<file path="src/design/arp_cache_engine_top_assert.svh">
// assertion macros shared by the arp cache engine rtl
`ifndef ARP_CACHE_ENGINE_TOP_ASSERT_SVH
`define ARP_CACHE_ENGINE_TOP_ASSERT_SVH

// same-cycle implication, sampled on clk, off while rst_n is low
`define ACE_ASSERT_NOW(lbl, ante, cons, msg) \
  lbl: assert property (@(posedge clk) disable iff (!rst_n) (ante) |-> (cons)) \
    else $error(msg);

// next-cycle implication, sampled on clk, off while rst_n is low
`define ACE_ASSERT_NEXT(lbl, ante, cons, msg) \
  lbl: assert property (@(posedge clk) disable iff (!rst_n) (ante) |=> (cons)) \
    else $error(msg);

`endif

</file>
<file path="src/design/ace_pkg.sv">
// types and constants of the arp cache engine
package ace_pkg;

  localparam int TABLE_ENTRIES = 8;
  localparam int IDX_W = (TABLE_ENTRIES > 1) ? $clog2(TABLE_ENTRIES) : 1;
  localparam logic [IDX_W-1:0] LAST_IDX = IDX_W'(TABLE_ENTRIES - 1);

  // table entry layout in ram: {ip, mac}
  localparam int IP_W = 32;
  localparam int MAC_W = 48;
  localparam int ENTRY_W = IP_W + MAC_W;

  // entry status codes
  localparam logic [1:0] ENT_UNUSED = 2'd0;
  localparam logic [1:0] ENT_USED = 2'd1;
  localparam logic [1:0] ENT_WAITING = 2'd2;

  // result status codes
  localparam logic [2:0] RES_DROPPED = 3'd0;
  localparam logic [2:0] RES_LEARNED = 3'd1;
  localparam logic [2:0] RES_REPLY = 3'd2;
  localparam logic [2:0] RES_HIT = 3'd3;
  localparam logic [2:0] RES_PENDING = 3'd4;
  localparam logic [2:0] RES_REQUEST = 3'd5;

  // transmit operation codes
  localparam logic [1:0] TX_OP_NONE = 2'd0;
  localparam logic [1:0] TX_OP_REQUEST = 2'd1;
  localparam logic [1:0] TX_OP_REPLY = 2'd2;

  // input word kinds
  localparam logic OP_PACKET = 1'b0;
  localparam logic OP_LOOKUP = 1'b1;

  // arp header checks
  localparam logic [15:0] ARP_OPER_REQUEST = 16'd1;
  localparam logic [15:0] ARP_OPER_REPLY = 16'd2;
  localparam logic [15:0] ARP_MIN_LEN = 16'd28;
  localparam logic [7:0] ARP_HW_LEN = 8'd6;
  localparam logic [7:0] ARP_PROTO_LEN = 8'd4;
  localparam logic [15:0] ARP_HW_ETH = 16'h0001;
  localparam logic [15:0] ARP_PROTO_IPV4 = 16'h0800;
  localparam logic [MAC_W-1:0] BCAST_MAC = {MAC_W{1'b1}};

  typedef struct packed {
    logic opcode;
    logic [15:0] payload_len;
    logic [15:0] hw_type;
    logic [15:0] proto_type;
    logic [7:0] hw_len;
    logic [7:0] proto_len;
    logic [15:0] oper_code;
    logic [MAC_W-1:0] sender_mac;
    logic [IP_W-1:0] sender_ip;
    logic [IP_W-1:0] target_ip;
    logic [IP_W-1:0] lookup_ip;
  } in_word_t;

  typedef struct packed {
    logic [2:0] status;
    logic [MAC_W-1:0] found_mac;
    logic tx_valid;
    logic [1:0] tx_oper;
    logic [MAC_W-1:0] tx_dest_mac;
    logic [MAC_W-1:0] tx_target_mac;
    logic [IP_W-1:0] tx_target_ip;
  } out_word_t;

  typedef enum logic [1:0] {
    S_IDLE,
    S_SCAN,
    S_FIN
  } state_t;

endpackage

</file>
<file path="src/design/ace_ram.sv">
// generic single-write, registered-read ram
module ace_ram #(
  parameter int WIDTH = 8,
  parameter int DEPTH = 8,
  localparam int AW = (DEPTH > 1) ? $clog2(DEPTH) : 1
) (
  input  logic             clk,
  input  logic             we,
  input  logic [AW-1:0]    waddr,
  input  logic [WIDTH-1:0] wdata,
  input  logic [AW-1:0]    raddr,
  output logic [WIDTH-1:0] rdata
);

  logic [WIDTH-1:0] mem [DEPTH];
  logic [WIDTH-1:0] rdata_r;

  always_ff @(posedge clk) begin
    if (we) begin
      mem[waddr] <= wdata;
    end
    rdata_r <= mem[raddr];
  end

  assign rdata = rdata_r;

endmodule

</file>
<file path="src/design/arp_cache_engine_top.sv">
// arp cache engine: packet learning, request replies and address lookups
//
// Each input word is a received arp packet or a lookup, and gives exactly one result
// word. A packet failing the header checks (length, hw/proto type and length, target
// ip against own_ip, operation request or reply) is dropped with no table scan. Every
// other word is resolved by walking the table one entry per cycle through a single
// ram read port and one 32-bit ip comparator; the walk stops at the first deciding
// entry. in_ready is high only while the engine is idle, so a new word is accepted
// only once the result of the last one is loaded. Entry status lives in flip-flops
// cleared by reset, so no clearing pass is needed; ip and mac live in the ram, and
// an unused entry reads as ip zero. own_ip is written through cfg_we/cfg_wdata; the
// user must write own_ip only while idle, which the block itself does not enforce.
`include "arp_cache_engine_top_assert.svh"

module arp_cache_engine_top (
  input  logic                clk,
  input  logic                rst_n,
  input  logic                in_valid,
  output logic                in_ready,
  input  ace_pkg::in_word_t   in_data,
  output logic                out_valid,
  input  logic                out_ready,
  output ace_pkg::out_word_t  out_data,
  input  logic                cfg_we,
  input  logic [31:0]         cfg_wdata
);

  // control state
  ace_pkg::state_t state_r, state_nxt;
  logic [ace_pkg::IP_W-1:0] own_ip_r, own_ip_nxt;
  logic [ace_pkg::TABLE_ENTRIES-1:0][1:0] status_r, status_nxt;
  logic [ace_pkg::IDX_W-1:0] victim_r, victim_nxt;
  logic issue_r, issue_nxt;     // read address still being issued
  logic cmp_v_r, cmp_v_nxt;     // ram data of cmp_idx_r is present
  logic out_valid_r, out_valid_nxt;

  // payload and scan bookkeeping
  ace_pkg::in_word_t item_r, item_nxt;
  ace_pkg::out_word_t out_r, out_nxt;
  logic [ace_pkg::IDX_W-1:0] idx_r, idx_nxt;
  logic [ace_pkg::IDX_W-1:0] cmp_idx_r, cmp_idx_nxt;
  logic drop_r, drop_nxt;
  logic match_r, match_nxt;
  logic hit_r, hit_nxt;
  logic [ace_pkg::IDX_W-1:0] match_idx_r, match_idx_nxt;
  logic [ace_pkg::MAC_W-1:0] match_mac_r, match_mac_nxt;
  logic free_v_r, free_v_nxt;
  logic [ace_pkg::IDX_W-1:0] free_idx_r, free_idx_nxt;

  // ram port
  logic ram_we;
  logic [ace_pkg::IDX_W-1:0] ram_waddr;
  logic [ace_pkg::ENTRY_W-1:0] ram_wdata;
  logic [ace_pkg::ENTRY_W-1:0] ram_rdata;

  // entry under compare
  logic [1:0] ent_st;
  logic [ace_pkg::IP_W-1:0] ent_ip;
  logic [ace_pkg::IP_W-1:0] key_ip;
  logic ip_eq;
  logic pkt_ok;
  logic [ace_pkg::IDX_W-1:0] pick;

  ace_ram #(
    .WIDTH (ace_pkg::ENTRY_W),
    .DEPTH (ace_pkg::TABLE_ENTRIES)
  ) u_entry_ram (
    .clk   (clk),
    .we    (ram_we),
    .waddr (ram_waddr),
    .wdata (ram_wdata),
    .raddr (idx_r),
    .rdata (ram_rdata)
  );

  // header checks on the incoming word
  assign pkt_ok = (in_data.payload_len >= ace_pkg::ARP_MIN_LEN)
               && (in_data.hw_len == ace_pkg::ARP_HW_LEN)
               && (in_data.proto_len == ace_pkg::ARP_PROTO_LEN)
               && (in_data.hw_type == ace_pkg::ARP_HW_ETH)
               && (in_data.proto_type == ace_pkg::ARP_PROTO_IPV4)
               && (in_data.target_ip == own_ip_r)
               && ((in_data.oper_code == ace_pkg::ARP_OPER_REQUEST)
                   || (in_data.oper_code == ace_pkg::ARP_OPER_REPLY));

  // the one shared comparator; an unused entry always reads as ip zero
  assign ent_st = status_r[cmp_idx_r];
  assign ent_ip = (ent_st == ace_pkg::ENT_UNUSED) ? '0
                : ram_rdata[ace_pkg::ENTRY_W-1:ace_pkg::MAC_W];
  assign key_ip = (item_r.opcode == ace_pkg::OP_LOOKUP) ? item_r.lookup_ip
                : item_r.sender_ip;
  assign ip_eq = (ent_ip == key_ip);

  // learning slot: ip match, else last unused, else round-robin victim
  assign pick = match_r ? match_idx_r : (free_v_r ? free_idx_r : victim_r);

  assign in_ready = (state_r == ace_pkg::S_IDLE);
  assign out_valid = out_valid_r;
  assign out_data = out_r;

  always_comb begin
    state_nxt = state_r;
    own_ip_nxt = own_ip_r;
    status_nxt = status_r;
    victim_nxt = victim_r;
    issue_nxt = issue_r;
    cmp_v_nxt = 1'b0;
    out_valid_nxt = out_valid_r;
    item_nxt = item_r;
    out_nxt = out_r;
    idx_nxt = idx_r;
    cmp_idx_nxt = cmp_idx_r;
    drop_nxt = drop_r;
    match_nxt = match_r;
    hit_nxt = hit_r;
    match_idx_nxt = match_idx_r;
    match_mac_nxt = match_mac_r;
    free_v_nxt = free_v_r;
    free_idx_nxt = free_idx_r;
    ram_we = 1'b0;
    ram_waddr = pick;
    ram_wdata = {item_r.sender_ip, item_r.sender_mac};

    if (cfg_we) begin
      own_ip_nxt = cfg_wdata;
    end

    if (out_valid_r && out_ready) begin
      out_valid_nxt = 1'b0;
    end

    unique case (state_r)
      ace_pkg::S_IDLE: begin
        if (in_valid) begin
          item_nxt = in_data;
          idx_nxt = '0;
          issue_nxt = 1'b1;
          match_nxt = 1'b0;
          hit_nxt = 1'b0;
          free_v_nxt = 1'b0;
          drop_nxt = (in_data.opcode == ace_pkg::OP_PACKET) && !pkt_ok;
          state_nxt = drop_nxt ? ace_pkg::S_FIN : ace_pkg::S_SCAN;
        end
      end

      ace_pkg::S_SCAN: begin
        // issue one read per cycle
        if (issue_r) begin
          cmp_v_nxt = 1'b1;
          cmp_idx_nxt = idx_r;
          if (idx_r == ace_pkg::LAST_IDX) begin
            issue_nxt = 1'b0;
          end else begin
            idx_nxt = idx_r + ace_pkg::IDX_W'(1);
          end
        end
        // compare the entry read last cycle
        if (cmp_v_r) begin
          if (item_r.opcode == ace_pkg::OP_PACKET) begin
            if (ip_eq) begin
              match_nxt = 1'b1;
              match_idx_nxt = cmp_idx_r;
            end else if (ent_st == ace_pkg::ENT_UNUSED) begin
              free_v_nxt = 1'b1;
              free_idx_nxt = cmp_idx_r;
            end
          end else begin
            if (ent_st == ace_pkg::ENT_UNUSED) begin
              free_v_nxt = 1'b1;
              free_idx_nxt = cmp_idx_r;
            end else if (ip_eq && (ent_st == ace_pkg::ENT_USED
                                   || ent_st == ace_pkg::ENT_WAITING)) begin
              match_nxt = 1'b1;
              hit_nxt = (ent_st == ace_pkg::ENT_USED);
              match_mac_nxt = ram_rdata[ace_pkg::MAC_W-1:0];
            end
          end
          if (match_nxt || cmp_idx_r == ace_pkg::LAST_IDX) begin
            state_nxt = ace_pkg::S_FIN;
            issue_nxt = 1'b0;
            cmp_v_nxt = 1'b0;
          end
        end
      end

      ace_pkg::S_FIN: begin
        // table update and result load happen together once the output is free
        if (!out_valid_r || out_ready) begin
          out_nxt = '0;
          out_valid_nxt = 1'b1;
          state_nxt = ace_pkg::S_IDLE;
          if (item_r.opcode == ace_pkg::OP_PACKET) begin
            if (drop_r) begin
              out_nxt.status = ace_pkg::RES_DROPPED;
            end else begin
              ram_we = 1'b1;
              status_nxt[pick] = ace_pkg::ENT_USED;
              if (!match_r && !free_v_r) begin
                victim_nxt = (victim_r == ace_pkg::LAST_IDX) ? '0
                           : victim_r + ace_pkg::IDX_W'(1);
              end
              if (item_r.oper_code == ace_pkg::ARP_OPER_REQUEST) begin
                out_nxt.status = ace_pkg::RES_REPLY;
                out_nxt.tx_valid = 1'b1;
                out_nxt.tx_oper = ace_pkg::TX_OP_REPLY;
                out_nxt.tx_dest_mac = item_r.sender_mac;
                out_nxt.tx_target_mac = item_r.sender_mac;
                out_nxt.tx_target_ip = item_r.sender_ip;
              end else begin
                out_nxt.status = ace_pkg::RES_LEARNED;
              end
            end
          end else if (match_r) begin
            if (hit_r) begin
              out_nxt.status = ace_pkg::RES_HIT;
              out_nxt.found_mac = match_mac_r;
            end else begin
              out_nxt.status = ace_pkg::RES_PENDING;
            end
          end else begin
            // miss: claim the last unused entry, if any, and broadcast a request
            if (free_v_r) begin
              ram_we = 1'b1;
              ram_waddr = free_idx_r;
              ram_wdata = {item_r.lookup_ip, {ace_pkg::MAC_W{1'b0}}};
              status_nxt[free_idx_r] = ace_pkg::ENT_WAITING;
            end
            out_nxt.status = ace_pkg::RES_REQUEST;
            out_nxt.tx_valid = 1'b1;
            out_nxt.tx_oper = ace_pkg::TX_OP_REQUEST;
            out_nxt.tx_dest_mac = ace_pkg::BCAST_MAC;
            out_nxt.tx_target_ip = item_r.lookup_ip;
          end
        end
      end

      default: begin
        state_nxt = ace_pkg::S_IDLE;
      end
    endcase
  end

  // control registers
  always_ff @(posedge clk) begin
    if (!rst_n) begin
      state_r <= ace_pkg::S_IDLE;
      own_ip_r <= '0;
      status_r <= '0;
      victim_r <= '0;
      issue_r <= 1'b0;
      cmp_v_r <= 1'b0;
      out_valid_r <= 1'b0;
    end else begin
      state_r <= state_nxt;
      own_ip_r <= own_ip_nxt;
      status_r <= status_nxt;
      victim_r <= victim_nxt;
      issue_r <= issue_nxt;
      cmp_v_r <= cmp_v_nxt;
      out_valid_r <= out_valid_nxt;
    end
  end

  // payload registers
  always_ff @(posedge clk) begin
    item_r <= item_nxt;
    out_r <= out_nxt;
    idx_r <= idx_nxt;
    cmp_idx_r <= cmp_idx_nxt;
    drop_r <= drop_nxt;
    match_r <= match_nxt;
    hit_r <= hit_nxt;
    match_idx_r <= match_idx_nxt;
    match_mac_r <= match_mac_nxt;
    free_v_r <= free_v_nxt;
    free_idx_r <= free_idx_nxt;
  end

  `ACE_ASSERT_NEXT(a_busy_after_accept, in_valid && in_ready, state_r != ace_pkg::S_IDLE, "engine idle right after accepting a word")
  `ACE_ASSERT_NOW(a_result_from_fin, $rose(out_valid_r), $past(state_r) == ace_pkg::S_FIN, "result word raised outside the finish step")
  `ACE_ASSERT_NOW(a_tx_needs_status, out_valid_r && out_r.tx_valid, out_r.status == ace_pkg::RES_REPLY || out_r.status == ace_pkg::RES_REQUEST, "transmit flagged with a status that sends nothing")
  `ACE_ASSERT_NOW(a_victim_range, 1'b1, victim_r <= ace_pkg::LAST_IDX, "victim pointer beyond the table")

endmodule
</file>
<file path="config.mk">
export PLATFORM = sky130hd
export DESIGN_NAME = arp_cache_engine_top
export DESIGN_NICKNAME = d
export VERILOG_FILES = /design/src/design/ace_pkg.sv /design/src/design/ace_ram.sv /design/src/design/arp_cache_engine_top.sv
export VERILOG_INCLUDE_DIRS = /design/src /design/src/design
export SDC_FILE = /design/constraint.sdc
export NUM_CORES = 1
export LEC_CHECK = 0
export BUFFER_PORTS_ARGS = -buffer_cell sky130_fd_sc_hd__buf_2
export CORE_MARGIN = 10
export CORE_UTILIZATION = 55
export CTS_BUF_LIST = sky130_fd_sc_hd__clkbuf_4 sky130_fd_sc_hd__clkbuf_8
export DETAILED_ROUTE_END_ITERATION = 8
export PLACE_DENSITY = 0.74
export SLEW_MARGIN = 10
export SYNTH_ARGS = -nofsm -noshare
export SYNTH_HDL_FRONTEND = slang
export SYNTH_SLANG_ARGS = --single-unit
</file>
<file path="constraint.sdc">
create_clock -name clk -period 17.5 [get_ports clk]
set_input_delay 3.5 -clock clk [delete_from_list [all_inputs] [get_ports clk]]
set_output_delay 3.5 -clock clk [all_outputs]
set_load 0.02 [all_outputs]
</file>
==> impl_results.md <==
* Status: finished clean
* Clock Tree Buf Depth at 3
* Commonest non-fill, non-tap cell in the layout: edfxtp_1
* Multi-input logic area at 9400 sq um
* Min-delay src: u_entry_ram.rdata[36]$_DFF_P_
* Required @ worst endpoint at 17.90 ns
* Pwr Density at 120 nW/um^2
* Vias in the first global route at 23.4k
* Minimum clock period at 6.40 ns
* Final Max Tran Viols at 0
* Die Ht at 299 um
* Vias at 21.6k
* Clock transition at path regs at 0.06 ns
* Main combinational cell family by area after synthesis: multiplexers
* # Post-CTS Setup Buffers at 0
* Adder-Cell Fraction of Synth Area at 0.00175
* Final hold vios at 0
* Syn nets at 2416
* Drt total wl at 94.1 mm
* Post-synthesis mux area share at 0.132
* Worst setup EP type: flop
* R2r setup slk at 11.73 ns
* Initial core utilization at 0.555
* Biggest cell delay along the critical path at 0.79 ns
* WL/cell at 24.1 um
* Root Buffer: clkbuf_8
* Rows at 102
* Worst Tran Pin Value at 1.11 ns
* Initial antenna violation count at 11
* Max VDD drop at 73.5 uV
* Clk_skew at 0.0438 ns
* Share of layout cells above drive strength 1 at 0.399
* # port buffers at 443
* CP most frequent cell: buf_4
* Synth area leaders: edfxtp_1 71%, mux4_2 8.6%, dfxtp_1 6.3%, mux2_2 2.9%, and2_1 2.2%
* GR Overflow Total at 0
* Leakage at 17.6 nW
* Top cell type's share of synthesized area at 0.709
* H-Tree Depth at 4
* FILL cells at 5241
* Mapped Cells at 2148
* P&R area growth vs syn at 16.8%
* Worst Path Arrival at 6.80 ns
* Post-synthesis compound-gate area fraction at 0.0159
* Hpwl dp at 56.8 mm
* # IOs at 446
* Crit-path cells: buf_2 -> nand2b_1 -> nor2b_4 -> nand3_4 -> a21bo_2 -> nor2_4 -> buf_4 -> buf_4
* RePlAce Congestion at 0.959
* Max Freq at 156 MHz
* CTS Buf Count at 176
* Total core area at 77500 sq um
* Pre-antenna DRT Iters at 5
* GRT Overall Usage at 0.209
* Die X at 299 um
* Max_slew headroom at 0.259
* CP max FO at 55
* Worst r2r src: item_r[224]$_DFFE_PP_
* Hold crit path type: flop to flop
* Netlist cell types at 55
* Finish-stage setup viols at 0
* Post-synth ARST share at 0
* First-pass GRT wire length at 142 mm
* # DRC at 0
* Hold buffer count at CTS at 0
* Skew-Pair Late Insertion Delay at 0.81 ns
* Post-Syn Area per Cell at 20.0 sq um
* Routed vias/inst at 5.54
* Simple-gate area share of the yosys netlist at 0.0548
* Synth Flop Type: edfxtp_1
* Crit Path Class: primary input to flop
* Area leader, netlist: edfxtp_1
* CTS tree: built
* Post-Synth XOR/XNOR Area at 0.0120
* Pin count of the biggest net entering global routing at 86
* CP max-delay cell: buf_4
* Die Area at 89700 sq um
* Crit path launch: out_ready
* Mapped Area at 43000 sq um
* # nets final at 2972
* Yosys reg bits at 1151
* Post-cts resize count at 0
* Synthesis Warnings at 0
* CP top delay family: buffers and inverters
* DRT antenna net count at 0
* CP Launch Type: primary input
* Max-Cap Viols at 0
* Post-synth EDFFs at 1015
* RSZ-0062 raised after global routing: false
* Tcrit/Tclk final at 0.365
* Most frequent cells in the layout: 1015 x edfxtp_1, 443 x buf_2, 198 x clkbuf_8, 164 x mux4_2, 150 x and2_1
* Detailed Route Iter0 Violations at 1616
* Crit path buf inv count at 3
* Placed Cells incl. Taps at 3566
* Register area share after synthesis at 0.773
* CTS Sinks at 1151
* Register area at 33200 sq um
* Setup tns final at 0 ns
* Cell Count, Final, Fillers Out at 3896
==> synthesized netlist by cell type, types with 17 or more instances <==
| library cell | count |
|---|---|
| a22o_1 | 32 |
| mux2_2 | 112 |
| or2_2 | 50 |
| mux2i_1 | 71 |
| nor4_1 | 28 |
| nor2b_1 | 68 |
| edfxtp_1 | 1015 |
| and2_1 | 151 |
| clkbuf_1 | 69 |
| nor2_1 | 19 |
| mux4_2 | 164 |
| dfxtp_1 | 136 |
| xnor2_1 | 47 |
| nand2_1 | 17 |
==> routing by layer <==
| metal | track usage | wire [um] | vias to the layer above |
|---|---|---|---|
| met5 | 0 | 78 | - |
| met4 | 0.0612 | 1940 | 16 |
| met3 | 0.0615 | 7760 | 159 |
| met2 | 0.359 | 48000 | 885 |
| met1 | 0.255 | 36300 | 10900 |
| li1 | - | - | 9601 |
==> final cells by class <==
type / instances / area share
inverters: 13 / 0.000973
multi-input cells: 884 / 0.187
clock inverters: 59 / 0.00945
well taps: 1040 / 0.0259
clock buffers: 269 / 0.0649
diodes: 2 / 0.0000997
repair buffers: 478 / 0.0495
flip-flops and latches: 1151 / 0.662
==> through the flow <==
step / hold slack [ns] / area (sq um) / total power, mW / setup WS (ns) / util
6_report: 0.396 / 50200 / 6.04 / 11.10 / 0.648
5_1_grt: 0.401 / 50200 / 6.27 / 10.94 / 0.648
4_1_cts: 0.386 / 50200 / 6.10 / 11.07 / 0.648
3_5_place_dp: 0.389 / 46400 / 3.82 / 10.22 / 0.599
3_3_place_gp: 0.386 / 46400 / 3.80 / 10.14 / 0.599
2_1_floorplan: 0.386 / 43000 / 3.64 / 3.71 / -
==> registers in the layout (all words and copies together) (netlist names), 2 cells and up <==
signal,cells
match_mac_r,48
own_ip_r,32
u_entry_ram.rdata,80
idx_r,3
status_r,16
free_idx_r,3
victim_r,3
cmp_idx_r,3
state_r,2
out_data,182
item_r,129
u_entry_ram.mem,640
match_idx_r,3
==> where the power goes <==
| group | internal [mW] | leakage, nW | switching (mW) |
|---|---|---|---|
| clock | 1.28 | 1.98 | 0.999 |
| combinational | 0.231 | 5.23 | 0.302 |
| sequential | 3.17 | 10.4 | 0.0583 |
| total | 4.68 | 17.6 | 1.36 |
==> cell families after synthesis <==
logic type	after synthesis
flops	1151
buf+inv	113
xor+xnor	59
simple gates	388
fa+ha+maj	6
mux	347
compound gates	84
==> path summary, 6_finish.rpt <==
| path | to | cells past startpoint |
|---|---|---|
| worst max-delay path | u_entry_ram.mem[6][16]$_DFFE_PP_ | 8 |
| worst min-delay path | match_mac_r[36]$_DFFE_PP_ | 0 |
| worst max register to register | u_entry_ram.mem[6][16]$_DFFE_PP_ | 9 |
| worst min register to register | match_mac_r[36]$_DFFE_PP_ | 0 |
Note: power is estimated with default switching activity, not from simulation.
